**src/i2cms_pkg.sv**
```systemverilog
// Package for the I2C master bit sequencer: item structs, command codes,
// the per-command step counts and the step phase tables.
// No dependencies.
`default_nettype none

package i2cms_pkg;

	typedef enum logic [2:0] {
		OP_NONE  = 3'd0,
		OP_START = 3'd1,
		OP_STOP  = 3'd2,
		OP_WRITE = 3'd3,
		OP_READ  = 3'd4,
		OP_SACK  = 3'd5,
		OP_RACK  = 3'd6
	} op_t;

	localparam int unsigned STEP_W = 5;
	localparam int unsigned TICK_W = 16;
	localparam logic [TICK_W-1:0] STEP_LEN_RST = 16'd10;

	typedef struct packed {
		logic [2:0] action;
		logic [7:0] write_data;
		logic       ack_value;
		logic       sda_in;
	} in_item_t;

	typedef struct packed {
		logic       scl_drive;
		logic       sda_drive;
		logic       busy_res;
		logic       done_res;
		logic [7:0] read_byte;
		logic       ack_seen;
		logic       rejected;
	} out_item_t;

	// step mod 3
	localparam logic [1:0] PH_TBL [0:31] = '{
		2'd0, 2'd1, 2'd2, 2'd0, 2'd1, 2'd2, 2'd0, 2'd1,
		2'd2, 2'd0, 2'd1, 2'd2, 2'd0, 2'd1, 2'd2, 2'd0,
		2'd1, 2'd2, 2'd0, 2'd1, 2'd2, 2'd0, 2'd1, 2'd2,
		2'd0, 2'd1, 2'd2, 2'd0, 2'd1, 2'd2, 2'd0, 2'd1
	};

	// (step / 3) mod 8, the bit group of a write
	localparam logic [2:0] GRP_TBL [0:31] = '{
		3'd0, 3'd0, 3'd0, 3'd1, 3'd1, 3'd1, 3'd2, 3'd2,
		3'd2, 3'd3, 3'd3, 3'd3, 3'd4, 3'd4, 3'd4, 3'd5,
		3'd5, 3'd5, 3'd6, 3'd6, 3'd6, 3'd7, 3'd7, 3'd7,
		3'd0, 3'd0, 3'd0, 3'd1, 3'd1, 3'd1, 3'd2, 3'd2
	};

	function automatic logic [STEP_W-1:0] seq_len(input op_t op);
		logic [STEP_W-1:0] n;
		unique case (op)
			OP_START: n = 5'd4;
			OP_STOP:  n = 5'd3;
			OP_WRITE: n = 5'd24;
			OP_READ:  n = 5'd25;
			OP_SACK:  n = 5'd3;
			OP_RACK:  n = 5'd4;
			default:  n = 5'd0;
		endcase
		return n;
	endfunction

endpackage

`default_nettype wire

```
**src/i2c_master_bit_sequencer.sv**
```systemverilog
// I2C master bit sequencer top level: input register, one tick of sequencer
// logic, result register. Uses i2cms_pkg.
//
//  channel | direction | handshake            | payload
//  --------+-----------+----------------------+---------------------------
//  in      | in        | in_valid / in_stall   | i2cms_pkg::in_item_t
//  out     | out       | out_valid / out_stall | i2cms_pkg::out_item_t
//  cfg     | in        | cfg_valid / cfg_ready | cfg_data, step length
//
// One item per clock sustained while out is not stalled; an item's result is computed
// from the input register by the single pass of sequencer logic between the two
// registers and loaded into the result register, which offers it. A stall on out
// holds the result register and, once the input register is also full, raises
// in_stall. Reset puts the lines released, the sequencer idle and the step length at
// ten ticks.
`default_nettype none

module i2c_master_bit_sequencer (
	input  wire logic                 clk,
	input  wire logic                 arst_n,
	input  wire logic                 in_valid,
	output logic                      in_stall,
	input  wire i2cms_pkg::in_item_t  in_data,
	output logic                      out_valid,
	input  wire logic                 out_stall,
	output i2cms_pkg::out_item_t      out_data,
	input  wire logic                 cfg_valid,
	output logic                      cfg_ready,
	input  wire logic [15:0]          cfg_data
);

	localparam int unsigned SW = i2cms_pkg::STEP_W;
	localparam int unsigned TW = i2cms_pkg::TICK_W;

	i2cms_pkg::in_item_t  in_data_s1;
	logic                 valid_s1;
	logic                 adv;
	logic                 out_valid_q;
	i2cms_pkg::out_item_t out_data_q;

	logic [TW-1:0]        step_len_q;

	i2cms_pkg::op_t       cur_q, n_cur;
	logic [SW-1:0]        step_q, n_step;
	logic [TW-1:0]        tick_q, n_tick;
	logic [7:0]           shift_q, n_shift;
	logic                 scl_q, n_scl;
	logic                 sda_q, n_sda;
	logic [7:0]           rd_q, n_rd;
	logic                 ack_q, n_ack;
	logic                 done, rej, cmd, do_en;
	logic [TW-1:0]        len;
	logic [1:0]           ph;
	logic [2:0]           grp;
	i2cms_pkg::out_item_t res;

	assign cfg_ready = 1'b1;
	assign adv       = valid_s1 && (!out_valid_q || !out_stall);
	assign in_stall  = valid_s1 && !adv;
	assign out_valid = out_valid_q;
	assign out_data  = out_data_q;

	always_comb begin
		len    = (step_len_q == '0) ? TW'(1) : step_len_q;
		cmd    = (in_data_s1.action >= i2cms_pkg::OP_START) &&
		         (in_data_s1.action <= i2cms_pkg::OP_RACK);
		n_cur   = cur_q;
		n_step  = step_q;
		n_tick  = tick_q;
		n_shift = shift_q;
		n_scl   = scl_q;
		n_sda   = sda_q;
		n_rd    = rd_q;
		n_ack   = ack_q;
		done    = 1'b0;
		rej     = 1'b0;
		do_en   = 1'b0;
		ph      = 2'd0;
		grp     = 3'd0;

		if (cur_q != i2cms_pkg::OP_NONE) begin
			rej = cmd;
			if (({1'b0, tick_q} + (TW+1)'(1)) >= {1'b0, len}) begin
				n_step = step_q + SW'(1);
				n_tick = '0;
				if (n_step >= i2cms_pkg::seq_len(cur_q)) begin
					if (cur_q == i2cms_pkg::OP_READ)
						n_rd = shift_q;
					n_cur  = i2cms_pkg::OP_NONE;
					n_step = '0;
					done   = 1'b1;
				end else begin
					do_en = 1'b1;
				end
			end else begin
				n_tick = tick_q + TW'(1);
			end
		end else if (cmd) begin
			n_cur  = i2cms_pkg::op_t'(in_data_s1.action);
			n_step = '0;
			n_tick = '0;
			if (in_data_s1.action == i2cms_pkg::OP_WRITE)
				n_shift = in_data_s1.write_data;
			else if (in_data_s1.action == i2cms_pkg::OP_SACK)
				n_shift = {7'd0, in_data_s1.ack_value};
			else
				n_shift = '0;
			do_en = 1'b1;
		end

		// pin step performed on this tick
		if (do_en) begin
			unique case (n_cur)
				i2cms_pkg::OP_START: begin
					if (n_step == SW'(0))      n_sda = 1'b1;
					else if (n_step == SW'(1)) n_scl = 1'b1;
					else if (n_step == SW'(2)) n_sda = 1'b0;
					else                       n_scl = 1'b0;
				end
				i2cms_pkg::OP_STOP: begin
					if (n_step == SW'(0))      n_sda = 1'b0;
					else if (n_step == SW'(1)) n_scl = 1'b1;
					else                       n_sda = 1'b1;
				end
				i2cms_pkg::OP_WRITE: begin
					ph  = i2cms_pkg::PH_TBL[n_step];
					grp = i2cms_pkg::GRP_TBL[n_step];
					if (ph == 2'd0)      n_sda = n_shift[3'd7 - grp];
					else if (ph == 2'd1) n_scl = 1'b1;
					else                 n_scl = 1'b0;
				end
				i2cms_pkg::OP_READ: begin
					if (n_step == SW'(0)) begin
						n_sda = 1'b1;
					end else begin
						ph = i2cms_pkg::PH_TBL[n_step - SW'(1)];
						if (ph == 2'd0)      n_scl = 1'b1;
						else if (ph == 2'd1) n_shift = {n_shift[6:0], in_data_s1.sda_in};
						else                 n_scl = 1'b0;
					end
				end
				i2cms_pkg::OP_SACK: begin
					if (n_step == SW'(0))      n_sda = n_shift[0];
					else if (n_step == SW'(1)) n_scl = 1'b1;
					else                       n_scl = 1'b0;
				end
				i2cms_pkg::OP_RACK: begin
					if (n_step == SW'(0))      n_sda = 1'b1;
					else if (n_step == SW'(1)) n_scl = 1'b1;
					else if (n_step == SW'(2)) n_ack = in_data_s1.sda_in;
					else                       n_scl = 1'b0;
				end
				default: ;
			endcase
		end

		res.scl_drive = n_scl;
		res.sda_drive = n_sda;
		res.busy_res  = (n_cur != i2cms_pkg::OP_NONE);
		res.done_res  = done;
		res.read_byte = n_rd;
		res.ack_seen  = n_ack;
		res.rejected  = rej;
	end

	always_ff @(posedge clk or negedge arst_n) begin
		if (!arst_n) begin
			step_len_q  <= i2cms_pkg::STEP_LEN_RST;
			valid_s1    <= 1'b0;
			out_valid_q <= 1'b0;
			cur_q       <= i2cms_pkg::OP_NONE;
			step_q      <= '0;
			tick_q      <= '0;
			shift_q     <= '0;
			scl_q       <= 1'b1;
			sda_q       <= 1'b1;
			rd_q        <= '0;
			ack_q       <= 1'b0;
		end else begin
			if (cfg_valid && cfg_ready)
				step_len_q <= cfg_data;
			if (in_valid && !in_stall)
				valid_s1 <= 1'b1;
			else if (adv)
				valid_s1 <= 1'b0;
			if (adv)
				out_valid_q <= 1'b1;
			else if (!out_stall)
				out_valid_q <= 1'b0;
			if (adv) begin
				cur_q   <= n_cur;
				step_q  <= n_step;
				tick_q  <= n_tick;
				shift_q <= n_shift;
				scl_q   <= n_scl;
				sda_q   <= n_sda;
				rd_q    <= n_rd;
				ack_q   <= n_ack;
			end
		end
	end

	always_ff @(posedge clk) begin
		if (in_valid && !in_stall)
			in_data_s1 <= in_data;
		if (adv)
			out_data_q <= res;
	end

`ifndef SYNTH
	// reported busy matches the sequencer state after the tick
	a_busy_state: assert property (@(posedge clk) disable iff (!arst_n)
		adv |=> (out_data_q.busy_res == (cur_q != i2cms_pkg::OP_NONE)))
		else $error("busy result disagrees with sequencer state");

	// step counter never runs past the end of its sequence
	a_step_range: assert property (@(posedge clk) disable iff (!arst_n)
		(cur_q != i2cms_pkg::OP_NONE) |-> (step_q < i2cms_pkg::seq_len(cur_q)))
		else $error("step index beyond sequence length");

	// an idle tick without a command leaves the sequencer idle and quiet
	a_idle_hold: assert property (@(posedge clk) disable iff (!arst_n)
		(adv && (cur_q == i2cms_pkg::OP_NONE) && !cmd) |=>
		((cur_q == i2cms_pkg::OP_NONE) && !out_data_q.done_res && !out_data_q.rejected))
		else $error("idle tick changed sequencer state");
`endif

endmodule

`default_nettype wire
```
**config.mk**
```make
export PLATFORM = sky130hd
export DESIGN_NAME = i2c_master_bit_sequencer
export DESIGN_NICKNAME = d
export VERILOG_FILES = /design/src/i2cms_pkg.sv /design/src/i2c_master_bit_sequencer.sv
export SDC_FILE = /design/constraint.sdc
export NUM_CORES = 1
export LEC_CHECK = 0
export ABC_AREA = 1
export ABC_CLOCK_PERIOD_IN_PS = 5100
export BUFFER_PORTS_ARGS = -buffer_cell sky130_fd_sc_hd__buf_2
export CORE_UTILIZATION = 50
export DETAILED_ROUTE_END_ITERATION = 16
export PLACE_DENSITY = 0.75
export SYNTH_ARGS = -nofsm -noshare
export SYNTH_HDL_FRONTEND = slang
export SYNTH_SLANG_ARGS = --single-unit
```
**constraint.sdc**
```tcl
create_clock -name clk -period 5.1 [get_ports clk]
set_input_delay 0.51 -clock clk [delete_from_list [all_inputs] [get_ports clk]]
set_output_delay 0.51 -clock clk [all_outputs]
set_load 0.02 [all_outputs]
```
* Yosys cells after proc, flatten, opt, wreduce, memory -nomap -nowiden
Memory sizes are Yosys's and may differ from the RTL's. Index checks and enable logic that the tools add are counted.
Operators by class: eq/ne operators 19, bitwise operators 2, reduce and logical (&&, ||, !) cells 23, $add $sub $neg 5, muxes and demuxes 74, $lt $le $gt $ge 7
Operators with widths (count):
- 2-to-1 mux 8 bit | 12
- 2-to-1 mux 16 bit | 4
- 2-to-1 mux 1 bit | 38
- 2-to-1 mux 5 bit | 6
- equality test 3 bit, second input constant | 7
- one-hot mux 5 bit (4 select lines) | 1
- 2-to-1 mux 3 bit | 6
- adder 16 x 1 -> 17 bit, second input constant | 1
- >= comparator 17 x 16 -> 1 bit | 1
- adder 16 x 1 -> 16 bit, second input constant | 1
- logical NOT 16 bit | 1
- equality test 3 x 2 -> 1 bit, second input constant | 5
- >= comparator 6 bit, second input constant | 2
- NOT 5 -> 6 bit | 2
- one-hot mux 1 bit (5 select lines) | 2
- 2-to-1 mux 2 bit | 4
- OR reduction 2 bit | 4
- equality test 3 x 1 -> 1 bit, second input constant | 2
- nonzero test 3 bit | 2
- adder 5 x 1 -> 5 bit, second input constant | 1
- equality test 5 x 1 -> 1 bit, second input constant | 1
- equality test 5 x 2 -> 1 bit, second input constant | 1
- >= comparator 5 bit | 1
- logical NOT 5 bit | 1
- 14 further kinds | 24
Word-level totals: memories kept 3, word-level logic and storage cells 155, register bits after elaboration 88, bits in read-only memories 224, output and inout bits 17
Memories:
- (no name shown) | words 32, width 3, read ports 1, clocked after memory_dff 0, write ports 0, line i2c_master_bit_sequencer.sv:127 | grp = i2cms_pkg::GRP_TBL[n_step];
- (no name shown) | words 32, width 2, read ports 1, clocked after memory_dff 0, write ports 0, line i2c_master_bit_sequencer.sv:136 | ph = i2cms_pkg::PH_TBL[n_step - SW'(1)];
- (no name shown) | words 32, width 2, read ports 1, clocked after memory_dff 0, write ports 0, line i2c_master_bit_sequencer.sv:126 | ph = i2cms_pkg::PH_TBL[n_step];

* Longest topological paths before layout
Gate-level depths: netlist of run 1.
depth in word-level cells 20, gate-level depth with buffers 40, mapped depth without buffers 40

* Least setup slack after synthesis of run 1
Ideal clock, no wire load.
kind register -> register, start point register tick_q[2], end point register shift_q[1], clock period less this slack 4.254 ns, stages on the path, launching flop included 36, required time 4.982 ns, arrival 4.136 ns, path buffers 0, path slack 0.846 ns, cells stage by stage dfrtp_1 inv_1 nor3_1 inv_1 nor3_1 nand2_1 inv_1 nand3_1 nor2_1 xor2_1 inv_1 ha_1 a21oi_1 a21boi_1 nand3_1 nor2_2 nand3_1 nand2_2 nand2_1 nand2_1 inv_1 ha_1 inv_1 nand3_1 nand2_2 inv_2 nand2_1 nand2_1 o211ai_1 nand2_1 nand2_2 inv_4 nand2_4 nand2_1 nand3_1 nand2_1
On the way: word-level cells in the longest chain between the ends 15, elaborated cells on any way between the ends 22, classes of those cells add/sub: 2; order compare: 1; eq/ne: 2; mux: 13; bitwise: 1; reduce/logical: 2; memory: 1
RTL lines:
- start, declared | line i2c_master_bit_sequencer.sv:45 | logic [TW-1:0] tick_q, n_tick;
- start signal, assigned | line i2c_master_bit_sequencer.sv:193 | tick_q <= n_tick;
- adder 16 x 1 -> 17 bit (*) | line i2c_master_bit_sequencer.sv:83 | if (({1'b0, tick_q} + (TW+1)'(1)) >= {1'b0, len}) begin
- >= comparator 17 x 16 -> 1 bit (*) | line i2c_master_bit_sequencer.sv:83
- 2-to-1 mux 5 bit (*) | line i2c_master_bit_sequencer.sv:83
- 2-to-1 mux 5 bit (*) | line i2c_master_bit_sequencer.sv:81 | if (cur_q != i2cms_pkg::OP_NONE) begin
- named net n_step[1] | line i2c_master_bit_sequencer.sv:44 | logic [SW-1:0] step_q, n_step;
- subtractor 5 x 1 -> 5 bit | line i2c_master_bit_sequencer.sv:136
- NOT 5 -> 6 bit (not written as such) | line i2c_master_bit_sequencer.sv:136
- memory read (32 x 2 bit)
- 2-to-1 mux 2 bit (not written as such) (2 in series) | line i2c_master_bit_sequencer.sv:136
- equality test 2 x 1 -> 1 bit | line i2c_master_bit_sequencer.sv:138 | else if (ph == 2'd1) n_shift = {n_shift[6:0], in_data_s1.sda_in};
- 2-to-1 mux 8 bit | line i2c_master_bit_sequencer.sv:138
- 2-to-1 mux 8 bit | line i2c_master_bit_sequencer.sv:137 | if (ph == 2'd0) n_scl = 1'b1;
- 2-to-1 mux 8 bit (*) | line i2c_master_bit_sequencer.sv:133 | if (n_step == SW'(0)) begin
- 2-to-1 mux 8 bit (*) | line i2c_master_bit_sequencer.sv:113 | unique case (n_cur)
- 2-to-1 mux 8 bit (*) | line i2c_master_bit_sequencer.sv:112 | if (do_en) begin
- end signal, assigned | line i2c_master_bit_sequencer.sv:194 | shift_q <= n_shift;
- end, declared | line i2c_master_bit_sequencer.sv:46 | logic [7:0] shift_q, n_shift;
Mark *: on every way through the listed nets, which the timed path passes. The rest lies on a longest branch. The select of a mux whose other input is x is not followed. A chain may end at the register's enable or synchronous reset.

* Worst setup path after layout of run 1
start point register tick_q[0], end point register out_data_q, in the netlist out_data[12], data pin
On the way: word-level cells in the longest chain between the ends 14, elaborated cells on any way between the ends 39, classes of those cells add/sub: 2; order compare: 1; eq/ne: 8; mux: 22; bitwise: 1; reduce/logical: 3; memory: 2
RTL lines:
- adder 16 x 1 -> 17 bit (*) | line i2c_master_bit_sequencer.sv:83
- >= comparator 17 x 16 -> 1 bit (*) | line i2c_master_bit_sequencer.sv:83
- 2-to-1 mux 5 bit | line i2c_master_bit_sequencer.sv:83
- 2-to-1 mux 5 bit | line i2c_master_bit_sequencer.sv:81
- NOT 5 -> 6 bit (not written as such) | line i2c_master_bit_sequencer.sv:126, i2c_master_bit_sequencer.sv:127
- memory read (32 x 3 bit)
- 2-to-1 mux 3 bit (not written as such) (2 in series) | line i2c_master_bit_sequencer.sv:127
- subtractor 3 bit | line i2c_master_bit_sequencer.sv:128 | if (ph == 2'd0) n_sda = n_shift[3'd7 - grp];
- binary-select mux 1 bit (select 3 bit) | line i2c_master_bit_sequencer.sv:128
- 2-to-1 mux 1 bit (not written as such) | line i2c_master_bit_sequencer.sv:128
- 2-to-1 mux 1 bit | line i2c_master_bit_sequencer.sv:128
- one-hot mux 1 bit (5 select lines) | line i2c_master_bit_sequencer.sv:113
- 2-to-1 mux 1 bit (*) | line i2c_master_bit_sequencer.sv:112
- named net n_sda | line i2c_master_bit_sequencer.sv:48 | logic sda_q, n_sda;
- end signal, assigned | line i2c_master_bit_sequencer.sv:207 | out_data_q <= res;
- end, declared | line i2c_master_bit_sequencer.sv:39 | i2cms_pkg::out_item_t out_data_q;
Marks and branches as above.

==> results of run 1 <==
[power breakdown]
group          switching, mW  total, mW  internal, mW
clock network          0.267      0.693         0.426
logic                   1.10       1.59         0.491
registers              0.108       1.02         0.910
total                   1.47       3.30          1.83
[metrics by stage]
step	power (mW)	TNS, ns	cell area (um2)	hold WS (ns)
final	3.30	0	6400	0.322
after global routing	3.57	-0.294	6400	0.326
after CTS	3.29	0	6350	0.323
after detailed placement	2.58	0	6030	0.480
after global placement	2.50	0	6030	0.472
after floorplan	2.22	0	5660	0.214
[area by class of cell]
class / instances / area [um2] / area share (%)
Sequential cell: 88 / 2340 / 36.6
Clock buffer: 13 / 272 / 4.24
Timing Repair Buffer: 54 / 283 / 4.42
Clock inverter: 3 / 47.5 / 0.742
Inverter: 129 / 489 / 7.64
Tap cell: 140 / 175 / 2.74
Multi-Input combinational cell: 498 / 2800 / 43.6
[kinds of logic after synthesis]
group,after synthesis
compound gates,117
xor+xnor,16
fa+ha+maj,28
buf+inv,143
flops,88
mux,1
other cells,1
simple gates,335
[cell usage after synthesis, drive strengths merged, types with 13 or more instances]
cell type | n | area share (%)
a21oi | 16 | 1.9
dfrtp | 57 | 25
edfxtp | 27 | 14
ha | 28 | 6.2
inv | 129 | 8.6
nand2 | 200 | 14
nand3 | 61 | 5.7
nand4 | 16 | 1.9
nor2 | 42 | 3.6
nor3 | 13 | 1.3
o21ai | 68 | 6.1
o22ai | 17 | 2.0
xor2 | 15 | 2.5
[registers in the layout, indices dropped and copies added, names as in the netlist]
| register | flops |
|---|---|
| tick_q | 16 |
| in_data_s1 | 13 |
| out_valid | 1 |
| step_len_q | 16 |
| valid_s1 | 1 |
| out_data | 14 |
| sda_q | 1 |
| cur_q | 3 |
| ack_q | 1 |
| shift_q | 8 |
| step_q | 5 |
| scl_q | 1 |
| rd_q | 8 |
[what timing repair did]
item	in CTS	in global routing
gates resized for setup	0	8
endpoints found under the setup margin	0	14
endpoints found under the hold margin	0	0
setup buffers	0	2
[final timing paths]
path / start / end / slack [ns] / cells past startpoint
max in group asynchronous: arst_n / rd_q[3] / 4.24 / 2
min in group clk: in_data[0] / in_data_s1[0] / 0.34 / 1
worst max-delay path: tick_q[0] / out_data[12] / 0.38 / 30
worst max register to register: tick_q[0] / out_data[12] / 0.38 / 30
worst min-delay path: arst_n / ack_q / 0.32 / 2
worst min register to register: sda_q / sda_q / 0.50 / 2
[cells in the final DEF, fill, tap and decap left out, types with 3 or more instances in the layout]
master	netlist	final
o21ai_0	63	63
dfrtp_1	57	57
nand2_2	12	13
edfxtp_1	27	27
nand2_1	183	182
buf_4	1	5
nor3_1	12	10
nand3_1	58	58
o21a_1	3	3
inv_1	116	116
nand2_4	5	5
nand3b_1	3	3
clkbuf_16	0	10
a21boi_1	3	3
ha_1	28	28
xor2_1	14	14
o211ai_1	5	5
dfstp_2	4	4
nor2_2	4	3
nand4_1	15	15
o22ai_1	16	16
buf_2	3	49
nor2_1	34	33
a21oi_1	13	12
nor2_4	3	5
inv_2	11	11
nand3_2	3	3
o21ai_1	3	3
[metal layers]
layer	track usage, %	vias up	share of wire [%]
met5	0	-	0
met4	11.2	0	2.7
met3	4.10	28	4.6
met2	41.7	139	49
met1	29.3	2336	44
li1	-	2483	-
==> flow_summary_export.csv, run 1 <==
group,metric,value,unit
run_status,status,"finished clean",
yosys,synth-seq-cells,88,
power,pwr_density_cell,515,nW/um2
route,wirelength,12800,um
sta,finalHoldViolations,0,
clock_tree,clk_path_buf_depth,2,
yosys,synthSimpleGateAreaFrac,27.4,%
global_routing,grt_max_degree,62,
power,p_leak,3.20,nW
floorplanning,start_util,51.8,%
final_layout,utilization,58.6,%
yosys,netlist_instances,729,
route,vias,4986,
yosys,synth_cell_type_count,47,
final_layout,drive_gt1_share,16.3,%
floorplanning,io_pins,51,
final_layout,diodes,0,
setup_path,cp-end-kind,"flop",
floorplanning,die-area,11700,um2
yosys,seq_area_frac_synth,41.4,%
yosys,avgSynthCellArea,7.76,um2
yosys,synth_area,5660,um2
sta,slew_violations,0,
clock_tree,cts_sinks,88,
final_layout,syn2layout_area_growth,13.2,%
power,irDropWorstVdd,0.000260,V
route,wl_per_cell,13.9,um
clock_tree,numCtsBuffers,9,
sta,tightest_slew,0.954,ns
sta,setup_viol,0,
floorplanning,die_h,108,um
floorplanning,rows,38,
route,vias_per_cell,5.39,
sta,setup_slack,0.383,ns
floorplanning,die_w,108,um
floorplanning,core_area,10900,um2
setup_path,crit_required,5.30,ns
final_layout,fillers,997,
yosys,synth_edf_count,27,
setup_path,cp.arrival,4.91,ns
sta,post-route-period-util,92.5,%
sta,skew,0.00747,ns
clock_tree,htreeDepth,3,
global_routing,antenna_found_initial,0,
clock_tree,cts_tree,"built",
global_routing,grt_pass1_wl,21900,um
yosys,ys.flop_type,"dfrtp_1",
clock_tree,clk_pin_slew,0.06,ns
route,drtPass1Iterations,5,
setup_path,crit_path_frequent_cell,"nand3_1",
setup_path,worstPathMaxFanout,7,
global_routing,groute.usage.overall,24.1,%
final_layout,instances_no_fill,925,
setup_path,worst-path-buf-inv,5,
placed_design,pre_cts_slack,0.157,ns
yosys,synth_nets,791,
final_layout,num-nets-final,842,
sta,fmax,212,MHz
global_routing,grt.overflow.total,0,
yosys,synth_top_family_by_area,"simple AND/OR/NAND/NOR gates",
placed_design,dp.cells,907,
placed_design,portBuffers,49,
global_routing,grt_pass1_vias,4840,
sta,slew_headroom,36.2,%
route,drc_errors,0,
clock_tree,cts_hold_buf,0,
setup_path,crit_slowest_cell,"dfrtp_1",
yosys,yosysWarnings,0,
clock_tree,clockRootBuffer,"clkbuf_16",
placed_design,place_congestion,0.857,
yosys,synth-xor-area-share,2.61,%
setup_path,critical_path_class,"reg -> reg",
setup_path,crit_family,"simple AND/OR/NAND/NOR gates",
route,drt-initial-drc-count,328,
setup_path,cpPeakStageDelay,0.39,ns
clock_tree,clk_latency,0.34,ns
setup_path,critPathLaunchType,"flop",
route,ant_nets,0,
yosys,synth.mux.area_fraction,0.177,%
yosys,synth_compound_area_share,12.3,%
sta,post-route-min-period,4.72,ns
placed_design,detailed_place_hpwl,9580,um
job,max_cap_viol_count,0,
yosys,ys_async_sr_fraction,69.3,%
yosys,synthAdderAreaFrac,6.19,%
worst_hold_path,hold_class,"in -> async",
No activity file was read; power rests on OpenSTA's default activity.
==> run 2, diff against run 1 <==
==> constraint.sdc (replaced) <==
create_clock -name clk -period 5.1 [get_ports clk]
set_input_delay 0 -clock clk [delete_from_list [all_inputs] [get_ports clk]]
set_output_delay 0 -clock clk [all_outputs]
set_load 0.02 [all_outputs]
==> flow_summary_export.csv, run 2 (synthesis gave the netlist of run 1 again) <==
group,metric,value,unit
global_routing,groute.usage.overall,25.5,%
floorplanning,io_pins,51,
floorplanning,rows,38,
route,drt-initial-drc-count,315,
route,vias_per_cell,5.37,
final_layout,fillers,954,
sta,post-route-min-period,4.71,ns
setup_path,crit_required,5.30,ns
setup_path,crit_slowest_cell,"dfrtp_1",
setup_path,worst-path-buf-inv,5,
setup_path,cpPeakStageDelay,0.39,ns
run_status,status,"finished clean",
setup_path,crit_path_frequent_cell,"nand3_1",
sta,setup_viol,0,
route,vias,5142,
global_routing,grt.overflow.total,0,
route,drc_errors,0,
final_layout,final_common_cell,"nand2_1",
sta,post-route-period-util,92.3,%
setup_path,critPathLaunchType,"flop",
sta,slew_violations,0,
clock_tree,clockRootBuffer,"clkbuf_16",
floorplanning,die-area,11700,um2
worst_hold_path,hold_class,"in -> reg",
clock_tree,cts_sinks,88,
floorplanning,start_util,51.8,%
placed_design,portBuffers,49,
floorplanning,die_h,108,um
power,p_leak,3.34,nW
placed_design,detailed_place_hpwl,9580,um
clock_tree,htreeDepth,3,
placed_design,place_congestion,0.857,
global_routing,antenna_found_initial,0,
final_layout,diodes,0,
clock_tree,clk_pin_slew,0.06,ns
clock_tree,clk_latency,0.35,ns
setup_path,crit_family,"simple AND/OR/NAND/NOR gates",
sta,skew,0.00919,ns
final_layout,drive_gt1_share,15.6,%
route,wirelength,13700,um
clock_tree,numCtsBuffers,9,
global_routing,grt_pass1_vias,5134,
job,max_cap_viol_count,0,
setup_path,cp-end-kind,"flop",
worst_hold_path,holdPathStages,3,
setup_path,critical_path_class,"reg -> reg",
power,irDropWorstVdd,0.000263,V
clock_tree,clk_path_buf_depth,2,
route,wl_per_cell,14.3,um
route,ant_nets,0,
final_layout,final_cell_mix,"nand2_1, inv_1, o21ai_0",
clock_tree,cts_tree,"built",
floorplanning,core_area,10900,um2
setup_path,rr_worst_depth,30,
power,pwr_density_cell,494,nW/um2
sta,tightest_slew,0.944,ns
sta,finalSetupTns,0,ns
sta,slew_headroom,36.9,%
final_layout,syn2layout_area_growth,19.0,%
setup_path,worst-path-stages,30,
setup_path,cp.arrival,4.91,ns
setup_path,worstPathMaxFanout,7,
route,drtPass1Iterations,4,
setup_path,reg2reg_slack,0.39,ns
global_routing,grt_pass1_wl,23200,um
sta,finalHoldViolations,0,
global_routing,grt_max_degree,62,
floorplanning,die_w,108,um
sta,holdWs,0.118,ns
final_layout,num-nets-final,875,
sta,fmax,212,MHz
## run 2: cell types whose count changed in the layout (fill, tap and decap cells not counted)
cell	before	now
dlygate4sd3_1	0	33
## run 2: worst paths after layout
kind / startpoint / end
worst min-delay path: cfg_valid / step_len_q[2]
min in group asynchronous: arst_n / ack_q
worst max-delay path: tick_q[0] / out_data[12]
max in group asynchronous: arst_n / rd_q[3]
worst max register to register: tick_q[0] / out_data[12]
worst min register to register: sda_q / sda_q
## run 2: what timing repair did
item	CTS	global route
endpoints found under the hold margin	88	0
hold buffers	33	0
setup buffers	0	2
resized for setup	0	8
setup endpoints to repair	0	14
## run 2: tightest hold or removal path: cells and delay by family
family / cells / cell delay (ns)
simple gates: 1 / 0.10
buf+inv: 1 / 0.25
compound gates: 1 / 0.07
## run 2: where the power goes
part / switching, mW / internal (mW) / leakage, nW
Clock: 0.270 / 0.426 / 0.156
Combinational: 1.11 / 0.508 / 2.13
Sequential: 0.109 / 0.910 / 1.05
## run 2: layout make-up
class	count	area [um2]	share of cell area, %
Multi-Input combinational cell	498	2800	41.5
Clock inverter	3	47.5	0.706
Clock buffer	13	272	4.03
Timing Repair Buffer	87	613	9.10
Tap cell	140	175	2.60
Sequential cell	88	2340	34.8
Inverter	129	489	7.26
## run 2: per-stage QoR
stage                     util, %  setup slack (ns)  power [mW]  instance area [um2]  std cells
after global placement       55.2             0.434        2.50                 6030        907
after CTS                    61.1             0.158        3.31                 6680        956
after floorplan                 -             0.846        2.22                 5660        729
after detailed placement     55.2             0.157        2.58                 6030        907
final                        61.6             0.393        3.33                 6730        958
after global routing         61.6           -0.0480        3.60                 6730        958
## run 2: layer usage
layer  vias up  routed length [um]  GRT usage (%)
li1       2542                   -              -
met1      2413                5910           30.9
met2       155                6780           44.1
met3        32                 572           4.40
met4         0                 402           12.1
met5         -                   0              0
==> run 3, diff against run 2 <==
--- a/config.mk
+++ b/config.mk
@@ -8,9 +8,10 @@
 export ABC_AREA = 1
 export ABC_CLOCK_PERIOD_IN_PS = 5100
 export BUFFER_PORTS_ARGS = -buffer_cell sky130_fd_sc_hd__buf_2
-export CORE_UTILIZATION = 50
+export CORE_UTILIZATION = 60
 export DETAILED_ROUTE_END_ITERATION = 16
-export PLACE_DENSITY = 0.75
+export PLACE_DENSITY = 0.86
+export SLEW_MARGIN = 40
 export SYNTH_ARGS = -nofsm -noshare
 export SYNTH_HDL_FRONTEND = slang
 export SYNTH_SLANG_ARGS = --single-unit
==> flow_summary_export.csv, run 3 (synthesis gave the netlist of run 1 again) <==
group,metric,value,unit
setup_path,critical_path_class,"reg -> reg",
clock_tree,cts_sinks,88,
sta,post-route-min-period,4.75,ns
global_routing,grt_pass1_wl,23500,um
power,p_leak,3.31,nW
setup_path,crit_path_frequent_cell,"nand2_1",
global_routing,groute.usage.overall,30.2,%
worst_hold_path,hold_class,"in -> reg",
placed_design,detailed_place_hpwl,9290,um
route,wl_per_cell,15.3,um
power,pwr_density_cell,485,nW/um2
route,drt-initial-drc-count,464,
placed_design,portBuffers,49,
route,ant_nets,0,
setup_path,crit_slowest_cell,"dfrtp_1",
sta,slew_violations,0,
route,wirelength,14300,um
placed_design,place_congestion,0.882,
setup_path,cpPeakStageDelay,0.40,ns
power,irDropWorstVdd,0.000273,V
clock_tree,cts_tree,"built",
floorplanning,die_h,99.1,um
final_layout,final_cell_mix,"nand2_1, inv_1, o21ai_0",
setup_path,crit_required,5.36,ns
clock_tree,numCtsBuffers,9,
final_layout,multi_input_area,2800,um2
clock_tree,clk_pin_slew,0.09,ns
global_routing,grt_max_degree,62,
floorplanning,die-area,9820,um2
sta,fmax,210,MHz
sta,post-route-period-util,93.2,%
final_layout,drive_gt1_share,16.4,%
clock_tree,clockRootBuffer,"clkbuf_8",
floorplanning,die_w,99.1,um
job,max_cap_viol_count,0,
sta,setup_viol,0,
route,drtPass1Iterations,5,
route,vias_per_cell,5.65,
final_layout,fillers,637,
global_routing,grt_pass1_vias,5252,
placed_design,dp.cells,878,
final_layout,final_common_cell,"nand2_1",
final_layout,syn2layout_area_growth,17.0,%
sta,tightest_slew,0.591,ns
sta,finalHoldViolations,0,
floorplanning,core_area,9200,um2
final_layout,seqCellArea,2340,um2
global_routing,antenna_found_initial,0,
final_layout,diodes,0,
setup_path,cp-end-kind,"flop",
clock_tree,htreeDepth,3,
global_routing,grt.overflow.total,0,
floorplanning,io_pins,51,
run_status,status,"finished clean",
route,drc_errors,0,
sta,slew_headroom,60.6,%
setup_path,cp.arrival,5.02,ns
setup_path,worstPathMaxFanout,9,
clock_tree,clk_latency,0.37,ns
final_layout,num-nets-final,878,
final_layout,instances_no_fill,932,
clock_tree,clk_path_buf_depth,2,
route,vias,5263,
setup_path,critPathLaunchType,"flop",
floorplanning,rows,35,
sta,skew,0.00839,ns
floorplanning,start_util,61.5,%
power,power,3.21,mW
run 3: power breakdown:
| group | total, mW | switching, mW | internal [mW] |
|---|---|---|---|
| combinational | 1.64 | 1.13 | 0.512 |
| sequential | 1.03 | 0.118 | 0.908 |
| clock | 0.551 | 0.271 | 0.280 |
run 3: area by class of cell:
| cell class | count | area share [%] |
|---|---|---|
| clock buffers | 10 | 1.93 |
| clock inverters | 6 | 1.36 |
| inverters | 129 | 7.39 |
| multi-input cells | 498 | 42.2 |
| flip-flops and latches | 88 | 35.4 |
| well taps | 111 | 2.10 |
| repair buffers | 90 | 9.65 |
run 3: repair_timing:
action / in CTS / in global routing
pin swaps: 0 / 6
hold endpoints to repair: 88 / 0
endpoints found under the setup margin: 1 / 14
hold buffers: 33 / 0
gates resized for setup: 1 / 8
buffers inserted: 0 / 5
run 3: final timing paths:
| check | from | to | slack (ns) | depth (start not counted) |
|---|---|---|---|---|
| max in group asynchronous | arst_n | shift_q[6] | 4.44 | 3 |
| min in group asynchronous | arst_n | step_q[2] | 0.22 | 3 |
| hold / removal | cfg_valid | step_len_q[1] | 0.06 | 3 |
| hold reg to reg | sda_q | sda_q | 0.50 | 2 |
| setup reg to reg | tick_q[2] | shift_q[0] | 0.35 | 38 |
| setup / recovery | tick_q[2] | shift_q[0] | 0.35 | 38 |
run 3: per-layer routing:
metal / track usage [%] / wire length [um] / up-vias
li1: - / - / 2544
met1: 36.3 / 5750 / 2423
met2: 54.1 / 7200 / 253
met3: 4.85 / 926 / 43
met4: 12.7 / 419 / 0
met5: 0 / 0 / -
run 3: critical path: cells and delay by family (launching register included):
family | cells | cell delay, ns
compound gates | 1 | 0.19
xor+xnor | 1 | 0.20
fa+ha+maj | 2 | 0.51
flops | 1 | 0.40
simple gates | 25 | 2.62
buf+inv | 9 | 0.71
run 3: stage by stage:
stage | hold WS [ns] | instance area [um2] | TNS [ns] | utilization (%) | setup WS (ns)
after floorplan | -0.296 | 5660 | 0 | - | 0.846
after global placement | 0.177 | 6000 | 0 | 65.2 | 0.425
after detailed placement | 0.178 | 6000 | 0 | 65.3 | 0.0308
after CTS | 0.0575 | 6550 | 0 | 71.3 | 0.118
after global routing | 0.105 | 6620 | -0.417 | 72.0 | -0.0840
final | 0.0629 | 6620 | 0 | 72.0 | 0.345
